**config.mk**
```make
export PLATFORM = sky130hd
export DESIGN_NAME = motor_command_line_decoder_core_flat
export DESIGN_NICKNAME = d
export VERILOG_FILES = /design/src/design/mcld_pkg.sv /design/src/design/mcld_byte_if.sv /design/src/design/mcld_cmd_if.sv /design/src/design/motor_command_line_decoder_core.sv /design/src/flat_wrapper.sv
export SDC_FILE = /design/constraint.sdc
export NUM_CORES = 1
export LEC_CHECK = 0
export BUFFER_PORTS_ARGS = -buffer_cell sky130_fd_sc_hd__buf_2
export CORE_MARGIN = 2
export CORE_UTILIZATION = 30
export DETAILED_ROUTE_END_ITERATION = 16
export PLACE_DENSITY = 0.43
export REMOVE_ABC_BUFFERS = 1
export SYNTH_ARGS = -nofsm -noshare
export SYNTH_HDL_FRONTEND = slang
export SYNTH_SLANG_ARGS = --single-unit
```
**constraint.sdc**
```tcl
create_clock -name clk_i -period 10.55 [get_ports clk_i]
set_input_delay 2.11 -clock clk_i [delete_from_list [all_inputs] [get_ports clk_i]]
set_output_delay 2.11 -clock clk_i [all_outputs]
set_load 0.005 [all_outputs]
```
**src/design/mcld_pkg.sv**
```systemverilog
// package for the motor command line decoder
// holds character codes, match phases, motor direction codes and result helpers
// no dependencies
`default_nettype none

package mcld_pkg;

  // default line buffer size in bytes (one byte kept for the terminator)
  localparam int unsigned LINE_BUFFER_BYTES = 64;

  // number of committed fields
  localparam int unsigned FIELD_COUNT = 4;
  localparam int unsigned FieldW = $clog2(FIELD_COUNT);

  // character codes
  localparam logic [7:0] CH_NUL   = 8'h00;
  localparam logic [7:0] CH_TAB   = 8'h09;
  localparam logic [7:0] CH_CR    = 8'h0D;
  localparam logic [7:0] CH_NL    = 8'h0A;
  localparam logic [7:0] CH_SPACE = 8'h20;
  localparam logic [7:0] CH_PLUS  = 8'h2B;
  localparam logic [7:0] CH_COMMA = 8'h2C;
  localparam logic [7:0] CH_MINUS = 8'h2D;
  localparam logic [7:0] CH_ZERO  = 8'h30;
  localparam logic [7:0] CH_NINE  = 8'h39;
  localparam logic [7:0] CH_LT    = 8'h3C;

  // magnitude limit of a field
  localparam logic [7:0] MAG_MAX = 8'd255;

  // servo range
  localparam logic [7:0] SERVO_MAX = 8'd180;
  // servo offset so the field value becomes 0..510
  localparam logic [9:0] SERVO_OFFSET = 10'd255;
  // reciprocal of 17 in 16 fractional bits, exact for dividends below 4096
  localparam logic [11:0] RECIP_17 = 12'd3856;

  // motor bridge codes
  localparam logic [1:0] DIR_OFF = 2'd0;
  localparam logic [1:0] DIR_FWD = 2'd1;
  localparam logic [1:0] DIR_REV = 2'd2;

  // line match phases, one-hot
  typedef enum logic [9:0] {
    PH_BRACKET = 10'b00_0000_0001,
    PH_SKIP0   = 10'b00_0000_0010,
    PH_NUM0    = 10'b00_0000_0100,
    PH_SKIP1   = 10'b00_0000_1000,
    PH_NUM1    = 10'b00_0001_0000,
    PH_SKIP2   = 10'b00_0010_0000,
    PH_NUM2    = 10'b00_0100_0000,
    PH_SKIP3   = 10'b00_1000_0000,
    PH_NUM3    = 10'b01_0000_0000,
    PH_STOP    = 10'b10_0000_0000
  } phase_e;

  // whitespace before a number
  function automatic logic is_blank_f(input logic [7:0] c);
    is_blank_f = (c == CH_SPACE) || ((c >= CH_TAB) && (c <= CH_CR));
  endfunction

  function automatic logic is_digit_f(input logic [7:0] c);
    is_digit_f = (c >= CH_ZERO) && (c <= CH_NINE);
  endfunction

  // acc*10 + digit, saturated at 255
  function automatic logic [7:0] acc_step_f(input logic [7:0] acc, input logic [7:0] c);
    logic [11:0] sum;
    sum = {1'b0, acc, 3'b000} + {3'b000, acc, 1'b0} + {8'd0, 4'(c - CH_ZERO)};
    acc_step_f = (sum > {4'd0, MAG_MAX}) ? MAG_MAX : sum[7:0];
  endfunction

  // signed value of a finished number
  function automatic logic signed [8:0] field_value_f(input logic neg, input logic [7:0] acc);
    field_value_f = neg ? -$signed({1'b0, acc}) : $signed({1'b0, acc});
  endfunction

  // phase that skips blanks before a field
  function automatic phase_e skip_phase_f(input logic [FieldW-1:0] f);
    case (f)
      2'd0:    skip_phase_f = PH_SKIP0;
      2'd1:    skip_phase_f = PH_SKIP1;
      2'd2:    skip_phase_f = PH_SKIP2;
      default: skip_phase_f = PH_SKIP3;
    endcase
  endfunction

  // phase inside the digits of a field
  function automatic phase_e num_phase_f(input logic [FieldW-1:0] f);
    case (f)
      2'd0:    num_phase_f = PH_NUM0;
      2'd1:    num_phase_f = PH_NUM1;
      2'd2:    num_phase_f = PH_NUM2;
      default: num_phase_f = PH_NUM3;
    endcase
  endfunction

  function automatic logic [1:0] motor_dir_f(input logic signed [8:0] v);
    if (v > 9'sd0) begin
      motor_dir_f = DIR_FWD;
    end else if (v < 9'sd0) begin
      motor_dir_f = DIR_REV;
    end else begin
      motor_dir_f = DIR_OFF;
    end
  endfunction

  function automatic logic [7:0] motor_duty_f(input logic signed [8:0] v);
    logic signed [8:0] mag;
    mag = (v < 9'sd0) ? -v : v;
    motor_duty_f = mag[7:0];
  endfunction

  // (v+255)*180/510 = (v+255)*6/17, the /17 by reciprocal multiply
  function automatic logic [7:0] servo_angle_f(input logic signed [8:0] v);
    logic [9:0]  x;
    logic [11:0] y;
    logic [23:0] p;
    x = $unsigned({v[8], v}) + SERVO_OFFSET;
    y = {x, 2'b00} - {1'b0, x, 1'b0} + {1'b0, x, 1'b0} + {1'b0, x, 1'b0};
    p = y * RECIP_17;
    servo_angle_f = p[23:16];
  endfunction

endpackage

`default_nettype wire

```
**src/design/mcld_byte_if.sv**
```systemverilog
// received byte channel for the motor command line decoder
// plain valid/ready channel, no package dependency
`default_nettype none

interface mcld_byte_if;
  logic       valid;
  logic       ready;
  logic [7:0] rx_byte;

  modport source (output valid, output rx_byte, input ready);
  modport sink (input valid, input rx_byte, output ready);
endinterface

`default_nettype wire

```
**src/design/mcld_cmd_if.sv**
```systemverilog
// motor command result channel for the motor command line decoder
// plain valid/ready channel, no package dependency
`default_nettype none

interface mcld_cmd_if;
  logic       valid;
  logic       ready;
  logic [1:0] left_dir;
  logic [7:0] left_duty;
  logic [1:0] right_dir;
  logic [7:0] right_duty;
  logic [1:0] aux_dir;
  logic [7:0] aux_duty;
  logic [7:0] servo_angle;

  modport source (
    output valid, output left_dir, output left_duty, output right_dir,
    output right_duty, output aux_dir, output aux_duty, output servo_angle,
    input ready
  );
  modport sink (
    input valid, input left_dir, input left_duty, input right_dir,
    input right_duty, input aux_dir, input aux_duty, input servo_angle,
    output ready
  );
endinterface

`default_nettype wire

```
**src/design/motor_command_line_decoder_core.sv**
```systemverilog
// motor command line decoder: matches "<a,b,c,d" lines byte by byte
// depends on mcld_pkg, mcld_byte_if and mcld_cmd_if
// a newline byte passes the byte register and then the command register
// throughput: one byte per cycle; the byte register and the command register
//   hold independently, so a waiting command stalls only the next newline
// reset: rst_ni asynchronous active low clears phase, counters and stored speeds
`default_nettype none

module motor_command_line_decoder_core #(
  parameter int unsigned LineBufferBytes = mcld_pkg::LINE_BUFFER_BYTES
) (
  input  wire logic clk_i,
  input  wire logic rst_ni,
  mcld_byte_if.sink  rx_i,
  mcld_cmd_if.source cmd_o
);
  import mcld_pkg::*;

  localparam int unsigned CntW = $clog2(LineBufferBytes);
  localparam logic [CntW-1:0] CntMax = CntW'(LineBufferBytes - 1);

  // byte register
  logic       in_valid_q;
  logic [7:0] in_byte_q;

  // line state
  phase_e                   phase_q, phase_d;
  logic [CntW-1:0]          cnt_q, cnt_d;
  logic [7:0]               acc_q, acc_d;
  logic                     neg_q, neg_d;
  logic                     seen_q, seen_d;
  logic signed [8:0]        spd_q [FIELD_COUNT];
  logic signed [8:0]        spd_d [FIELD_COUNT];

  // command register
  logic       out_valid_q;
  logic [1:0] left_dir_q, right_dir_q, aux_dir_q;
  logic [7:0] left_duty_q, right_duty_q, aux_duty_q, servo_q;

  logic       is_nl;
  logic       adv;

  // phase decode
  logic              ph_active;
  logic              ph_in_num;
  logic [FieldW-1:0] ph_field;

  // working number values
  logic [7:0] w_acc;
  logic       w_neg;
  logic       w_seen;
  logic       go;

  assign is_nl = (in_byte_q == CH_NL);
  assign adv   = in_valid_q && (!is_nl || !out_valid_q || cmd_o.ready);
  assign rx_i.ready = !in_valid_q || adv;

  // byte register
  always_ff @(posedge clk_i or negedge rst_ni) begin
    if (!rst_ni) begin
      in_valid_q <= 1'b0;
    end else if (rx_i.ready) begin
      in_valid_q <= rx_i.valid;
    end
  end

  always_ff @(posedge clk_i) begin
    if (rx_i.ready && rx_i.valid) begin
      in_byte_q <= rx_i.rx_byte;
    end
  end

  // field and number/skip decode of the phase
  always_comb begin
    ph_active = 1'b1;
    ph_in_num = 1'b0;
    ph_field  = '0;
    case (phase_q)
      PH_SKIP0: ph_field = 2'd0;
      PH_NUM0: begin
        ph_field  = 2'd0;
        ph_in_num = 1'b1;
      end
      PH_SKIP1: ph_field = 2'd1;
      PH_NUM1: begin
        ph_field  = 2'd1;
        ph_in_num = 1'b1;
      end
      PH_SKIP2: ph_field = 2'd2;
      PH_NUM2: begin
        ph_field  = 2'd2;
        ph_in_num = 1'b1;
      end
      PH_SKIP3: ph_field = 2'd3;
      PH_NUM3: begin
        ph_field  = 2'd3;
        ph_in_num = 1'b1;
      end
      default: ph_active = 1'b0;
    endcase
  end

  // per-byte line matching
  always_comb begin
    phase_d = phase_q;
    cnt_d   = cnt_q;
    acc_d   = acc_q;
    neg_d   = neg_q;
    seen_d  = seen_q;
    spd_d   = spd_q;
    w_acc   = acc_q;
    w_neg   = neg_q;
    w_seen  = seen_q;
    go      = 1'b0;
    if (adv) begin
      if (is_nl) begin
        // end of line: commit a pending number and restart
        if (ph_active && ph_in_num && seen_q) begin
          spd_d[ph_field] = field_value_f(neg_q, acc_q);
        end
        phase_d = PH_BRACKET;
        cnt_d   = '0;
        acc_d   = '0;
        neg_d   = 1'b0;
        seen_d  = 1'b0;
      end else if (cnt_q < CntMax) begin
        cnt_d = cnt_q + CntW'(1);
        if (in_byte_q == CH_NUL) begin
          // zero byte: commit a pending number, then stop
          if (ph_active && ph_in_num && seen_q) begin
            spd_d[ph_field] = field_value_f(neg_q, acc_q);
          end
          phase_d = PH_STOP;
          acc_d   = '0;
          neg_d   = 1'b0;
          seen_d  = 1'b0;
        end else if (phase_q == PH_BRACKET) begin
          phase_d = (in_byte_q == CH_LT) ? PH_SKIP0 : PH_STOP;
        end else if (ph_active) begin
          go = 1'b1;
          // leading blanks and sign
          if (!ph_in_num) begin
            if (is_blank_f(in_byte_q)) begin
              go = 1'b0;
            end else begin
              w_acc   = '0;
              w_neg   = 1'b0;
              w_seen  = 1'b0;
              phase_d = num_phase_f(ph_field);
              if (in_byte_q == CH_PLUS) begin
                go = 1'b0;
              end else if (in_byte_q == CH_MINUS) begin
                w_neg = 1'b1;
                go    = 1'b0;
              end
            end
          end
          acc_d  = w_acc;
          neg_d  = w_neg;
          seen_d = w_seen;
          // digits and the byte that ends them
          if (go) begin
            if (is_digit_f(in_byte_q)) begin
              acc_d  = acc_step_f(w_acc, in_byte_q);
              seen_d = 1'b1;
            end else if (!w_seen) begin
              phase_d = PH_STOP;
            end else begin
              spd_d[ph_field] = field_value_f(w_neg, w_acc);
              acc_d  = '0;
              neg_d  = 1'b0;
              seen_d = 1'b0;
              if ((ph_field != FieldW'(FIELD_COUNT - 1)) && (in_byte_q == CH_COMMA)) begin
                phase_d = skip_phase_f(ph_field + FieldW'(1));
              end else begin
                phase_d = PH_STOP;
              end
            end
          end
        end
      end
    end
  end

  // line state registers
  always_ff @(posedge clk_i or negedge rst_ni) begin
    if (!rst_ni) begin
      phase_q <= PH_BRACKET;
      cnt_q   <= '0;
      acc_q   <= '0;
      neg_q   <= 1'b0;
      seen_q  <= 1'b0;
      for (int i = 0; i < FIELD_COUNT; i++) begin
        spd_q[i] <= '0;
      end
    end else begin
      phase_q <= phase_d;
      cnt_q   <= cnt_d;
      acc_q   <= acc_d;
      neg_q   <= neg_d;
      seen_q  <= seen_d;
      spd_q   <= spd_d;
    end
  end

  // command register valid
  always_ff @(posedge clk_i or negedge rst_ni) begin
    if (!rst_ni) begin
      out_valid_q <= 1'b0;
    end else if (adv && is_nl) begin
      out_valid_q <= 1'b1;
    end else if (cmd_o.ready) begin
      out_valid_q <= 1'b0;
    end
  end

  // command payload from the values as committed by the newline
  always_ff @(posedge clk_i) begin
    if (adv && is_nl) begin
      left_dir_q   <= motor_dir_f(spd_d[0]);
      left_duty_q  <= motor_duty_f(spd_d[0]);
      right_dir_q  <= motor_dir_f(spd_d[1]);
      right_duty_q <= motor_duty_f(spd_d[1]);
      aux_dir_q    <= motor_dir_f(spd_d[2]);
      aux_duty_q   <= motor_duty_f(spd_d[2]);
      servo_q      <= servo_angle_f(spd_d[3]);
    end
  end

  assign cmd_o.valid       = out_valid_q;
  assign cmd_o.left_dir    = left_dir_q;
  assign cmd_o.left_duty   = left_duty_q;
  assign cmd_o.right_dir   = right_dir_q;
  assign cmd_o.right_duty  = right_duty_q;
  assign cmd_o.aux_dir     = aux_dir_q;
  assign cmd_o.aux_duty    = aux_duty_q;
  assign cmd_o.servo_angle = servo_q;

endmodule

`default_nettype wire

```
**src/flat_wrapper.sv**
```systemverilog
// flat-port wrapper written by rule: the top's interface ports become plain ports
module motor_command_line_decoder_core_flat import mcld_pkg::*;
#(
  parameter int unsigned LineBufferBytes = mcld_pkg::LINE_BUFFER_BYTES
)
  (clk_i, rst_ni, rx_i_valid, rx_i_rx_byte, rx_i_ready, cmd_o_valid, cmd_o_left_dir, cmd_o_left_duty, cmd_o_right_dir, cmd_o_right_duty, cmd_o_aux_dir, cmd_o_aux_duty, cmd_o_servo_angle, cmd_o_ready);
  mcld_byte_if rx_i_i ();
  mcld_cmd_if cmd_o_i ();
  input  wire logic clk_i;
  input  wire logic rst_ni;
  input wire logic [$bits(rx_i_i.valid)-1:0] rx_i_valid;
  input wire logic [$bits(rx_i_i.rx_byte)-1:0] rx_i_rx_byte;
  output wire logic [$bits(rx_i_i.ready)-1:0] rx_i_ready;
  output wire logic [$bits(cmd_o_i.valid)-1:0] cmd_o_valid;
  output wire logic [$bits(cmd_o_i.left_dir)-1:0] cmd_o_left_dir;
  output wire logic [$bits(cmd_o_i.left_duty)-1:0] cmd_o_left_duty;
  output wire logic [$bits(cmd_o_i.right_dir)-1:0] cmd_o_right_dir;
  output wire logic [$bits(cmd_o_i.right_duty)-1:0] cmd_o_right_duty;
  output wire logic [$bits(cmd_o_i.aux_dir)-1:0] cmd_o_aux_dir;
  output wire logic [$bits(cmd_o_i.aux_duty)-1:0] cmd_o_aux_duty;
  output wire logic [$bits(cmd_o_i.servo_angle)-1:0] cmd_o_servo_angle;
  input wire logic [$bits(cmd_o_i.ready)-1:0] cmd_o_ready;
  assign rx_i_i.valid = rx_i_valid;
  assign rx_i_i.rx_byte = rx_i_rx_byte;
  assign rx_i_ready = rx_i_i.ready;
  assign cmd_o_valid = cmd_o_i.valid;
  assign cmd_o_left_dir = cmd_o_i.left_dir;
  assign cmd_o_left_duty = cmd_o_i.left_duty;
  assign cmd_o_right_dir = cmd_o_i.right_dir;
  assign cmd_o_right_duty = cmd_o_i.right_duty;
  assign cmd_o_aux_dir = cmd_o_i.aux_dir;
  assign cmd_o_aux_duty = cmd_o_i.aux_duty;
  assign cmd_o_servo_angle = cmd_o_i.servo_angle;
  assign cmd_o_i.ready = cmd_o_ready;
  motor_command_line_decoder_core #(.LineBufferBytes(LineBufferBytes)) u_core (.clk_i(clk_i), .rst_ni(rst_ni), .rx_i(rx_i_i), .cmd_o(cmd_o_i));
endmodule
```
# --- Word level (Yosys, flattened, before mapping) ---
# Cells that the tools add are included.
totals:
  regBits: 110
  in_bits: 12
  output_inout_bits: 40
  wordCells: 204
op_classes:
  addsub: 14
  mul: 1
  magnitude_cmp: 14
  n_eq_ne: 21
  muxes: 103
  bitwise_logic: 1
  n_reduce_logical: 31
op_table:
  columns: ["operator", "n"]
  rows:
  - ["$mux W36", 10]
  - ["$mux W8", 20]
  - ["$mux W10", 12]
  - ["$bwmux W36", 2]
  - ["$mux W1", 47]
  - ["$eq A8 B6 Y1 const B", 5]
  - ["$gt A9 B1 Y1 const B", 3]
  - ["$lt A9 B1 Y1 const B", 3]
  - ["$mux W9", 3]
  - ["$pmux W9 S3", 1]
  - ["$add A12 B11 Y12", 2]
  - ["$neg A8 Y8", 3]
  - ["$pmux W8 S3", 1]
  - ["$mul A12 B8 Y20 const B", 1]
  - ["$demux W9 S2", 1]
  - ["$neg A8 Y9", 2]
  - ["$add A11 B9 Y12", 1]
  - ["$add A12 B4 Y12", 1]
  - ["$gt A12 B8 Y1 const B", 1]
  - ["$mux W6", 2]
  - ["$sub A12 B11 Y12", 1]
  - ["$add A9 B9 Y10 const B", 1]
  - ["$eq A10 B1 Y1 const B", 1]
  - ["$eq A10 B2 Y1 const B", 1]
  - ["other kinds (39)", 60]

# --- Logic depth before layout (Yosys ltp) ---
logic_depth:
  ltp_word: 28
  depth_mapped: 39
  ltp_nobuf: 36

# --- Worst setup path after synthesis ---
# Ideal clock, no wire load.
synth_path:
  path_kind: "input to register"
  from: "input port cmd_o_ready"
  to: "register u_core.servo_q[7] (netlist: u_core.cmd_o.servo_angle[7]), data pin"
  setup_ps: 262
  arrival_time_ps: 8245
  t_required_ps: 10288
  path_slack_ps: 2043
  path_stages: 28
  path_buffers: 0
  cell_sequence: "nand2b_1 > o31ai_4 > nor3_2 > a31oi_1 > o21ai_1 > o21a_1 > inv_1 > ha_1 > xnor2_2 > ha_1 > nor2b_1 > nor2_1 > nor2_1 > xor2_1 > inv_1 > fa_1 > fa_1 > fa_1 > inv_1 > ha_1 > ha_1 > o21a_1 > a21o_1 > a21o_1 > a311oi_1 > o311ai_0 > a21oi_1 > xor2_1"
synth_lines:
  columns: ["item", "line", "rtl"]
  rows:
  - ["from (decl)", "flat_wrapper.sv:22", "input wire logic [$bits(cmd_o_i.ready)-1:0] cmd_o_ready;"]
  - ["to (signal assigned)", "motor_command_line_decoder_core.sv:226", "servo_q <= servo_angle_f(spd_d[3]);"]
  - ["to (decl)", "motor_command_line_decoder_core.sv:38", "logic [7:0] left_duty_q, right_duty_q, aux_duty_q, servo_q;"]

==> metrics <==
slowest stage delay, CP ~0.70 ns; post-DP HPWL about 21000 µm; clk slew on worst S/H paths around 0.090 ns; met2 usage roughly 28%; Fin. Hold Viols 0; final setup margin approximately 1.1 ns; Root Buffer clkbuf_16; relative slew slack 22.6%; Fin Setup TNS 0 ns; vias in the first global route about 7700; most instantiated cells after synthesis 89 x nand2_1, 89 x nor2_1, 77 x inv_1, 75 x a21oi_1, 73 x ha_1; CTS tree built; worst slack at placement roughly 1.1 ns; crit path max fanout 12; initial antenna violation count 0; area delta synth->final 10.9%; Remaining Overflow, GRT 0; M3 GR Usage roughly 2.2%; Top Ports between 50 and 60; core area approximately 30000 µm²; H-Tree Depth 3; Main synth FF type dfrtp_1; vias per cell approximately 5.3; sequential-to-total area share from yosys stat between 30% and 40%; first-pass iteration count of the detailed router 5; slowest cell on the critical path or4b_2; Critical Path RT 10.66 ns; Max clock buf depth 2; synth top area cells dfrtp_1 17%, edfxtp_1 15%, ha_1 9.9%; 1st-iter DRT viols about 640; Yosys top cell area share roughly 17%; Post-Syn Area per Cell approximately 9 µm²; crit path DAT approximately 9.5 ns; met1 Use GR 25.4%; vias after detailed routing roughly 7900; worst-case clock skew 0.0162 ns; CP Class flip-flop to flip-flop; count of warnings emitted by yosys 0; Async SR Flop Fraction around 58%; count of pins over their slew limit 0; Post-CTS Hold Buffers 0; GP Congestion 0.835; final wirelength 27800 µm; GR peak layer met2; number of max-cap violations 0; top cell type by total area after synthesis dfrtp_1; Setup-failing EPs final 0; nets 1178; clock latency on the worst-skew pair 0.37 ns; fin area about 10000 µm²; fraction of layout cells with a size suffix above 1 between 10% and 20%; crit share post-route between 80% and 90%; number of diodes 0; Clock Sinks 110; Die H 179 µm; Cell variety after synth between 80 and 90; Die Footprint 32100 µm²; Placed Area between 9000 and 10000 µm²; Finished Layout Cells around 1500; dpl cells roughly 1500; HP Class flip-flop to flip-flop; Setup crit end kind flip-flop; CP most frequent cell ha_1; largest net degree at the start of global routing 65; Die X 179 µm; EDFF count, synth 46; Initial Utilization a little under a third; setup bufs post-CTS 0; RSZ-0062 raised after global routing no; PortBufs 51; fin crit period ~9.4 ns; Peak Freq ~110 MHz; status complete, no violations; Post-CTS Resized 0; Rows 64; cts bufs inserted 9; Routed WL per cell 18.8 µm; crit start category flip-flop; global-route wire length before repair ~44000 µm; #FFs+latches synth 110; Worst-Margin Slew around 1.2 ns; Synth Cell Area a little over 9000 µm²; Total Routing Usage GR 17.8%; DR DRC count 0; Cells after Synth 1045; antenna viol nets, final 0
through the flow:
stage | utilization, % | hold slack (ns)
3_3_place_gp | 32.5 | 0.495
2_1_floorplan | - | 0.472
3_5_place_dp | 32.5 | 0.515
4_1_cts | 33.5 | 0.525
6_report | 33.5 | 0.522
5_1_grt | 33.5 | 0.572
layout by cell type, fill, tap and decap left out, drive strengths merged, types with 13 or more instances in the layout:
cell,instances
nand2,90
xor2,23
a21oi,75
dfrtp,63
xnor2,56
o31ai,13
nand3,18
o21ai,76
ha,73
nor4,15
o41ai,13
nor3,28
nor2,89
a21o,16
fa,14
and2,14
inv,83
nand2b,14
a31oi,16
edfxtp,46
buf,70
cell type report:
cell class / count / area [µm²]
multi-input combinational: 807 / 5710
clock inverter: 7 / 92.6
timing repair buffer: 70 / 398
fill: 3254 / 20200
tap: 396 / 495
clock buffer: 9 / 225
inverter: 81 / 307
sequential: 110 / 2980
critical path, delay by kind of cell (launching register included):
family	cells	cell delay [ns]
AOI/OAI and AO/OA	11	2.21
DFF	1	0.58
and+or+nand+nor	6	1.64
xor gates and xnor gates	4	0.99
adders and majority gates	8	2.87
buffers and inverters	6	0.83
registers in the layout, indices dropped and copies added (netlist names):
signal	cells
u_core.cmd_o.right_duty	8
u_core.seen_q	1
u_core.neg_q	1
u_core.cmd_o.right_dir	2
u_core.phase_q	10
u_core.spd_q	36
u_core.acc_q	8
u_core.cmd_o.aux_dir	2
u_core.cmd_o.left_duty	8
u_core.cnt_q	6
u_core.cmd_o.valid	1
u_core.cmd_o.aux_duty	8
u_core.in_byte_q	8
u_core.cmd_o.left_dir	2
u_core.in_valid_q	1
u_core.cmd_o.servo_angle	8
final timing paths:
check	start	endpoint	slack [ns]	cells after the start
max	u_core.in_byte_q[1]$_DFFE_PP_	u_core.cmd_o.servo_angle[7]$_DFFE_PP_	1.14	35
min in group asynchronous	rst_ni	u_core.acc_q[5]$_DFFE_PN0P_	1.93	2
max reg2reg	u_core.in_byte_q[1]$_DFFE_PP_	u_core.cmd_o.servo_angle[7]$_DFFE_PP_	1.14	35
min reg2reg	u_core.cnt_q[1]$_DFFE_PN0P_	u_core.cnt_q[1]$_DFFE_PN0P_	0.52	2
min	u_core.cnt_q[1]$_DFFE_PN0P_	u_core.cnt_q[1]$_DFFE_PN0P_	0.52	2
max in group asynchronous	rst_ni	u_core.spd_q[9]$_DFF_PN0_	8.00	2
cell families (layout without fill, tap and decap cells):
group | Yosys count | in the layout | synth area share, %
fa+ha+maj | 88 | 88 | 13.1
flops | 110 | 110 | 32.4
buf+inv | 128 | 167 | 5.57
simple gates | 331 | 331 | 18.0
mux | 13 | 13 | 1.73
compound gates | 295 | 295 | 21.0
xor+xnor | 80 | 80 | 8.09
per-layer routing:
metal	vias up	part of all wire, %
met2	221	45
met5	-	0
li1	3858	-
met1	3777	48
met4	0	1.6
met3	28	5.1
Power is left out: the tool's default activity adds up to more than one toggle a clock period on the data nets, which glitch-free logic cannot reach.
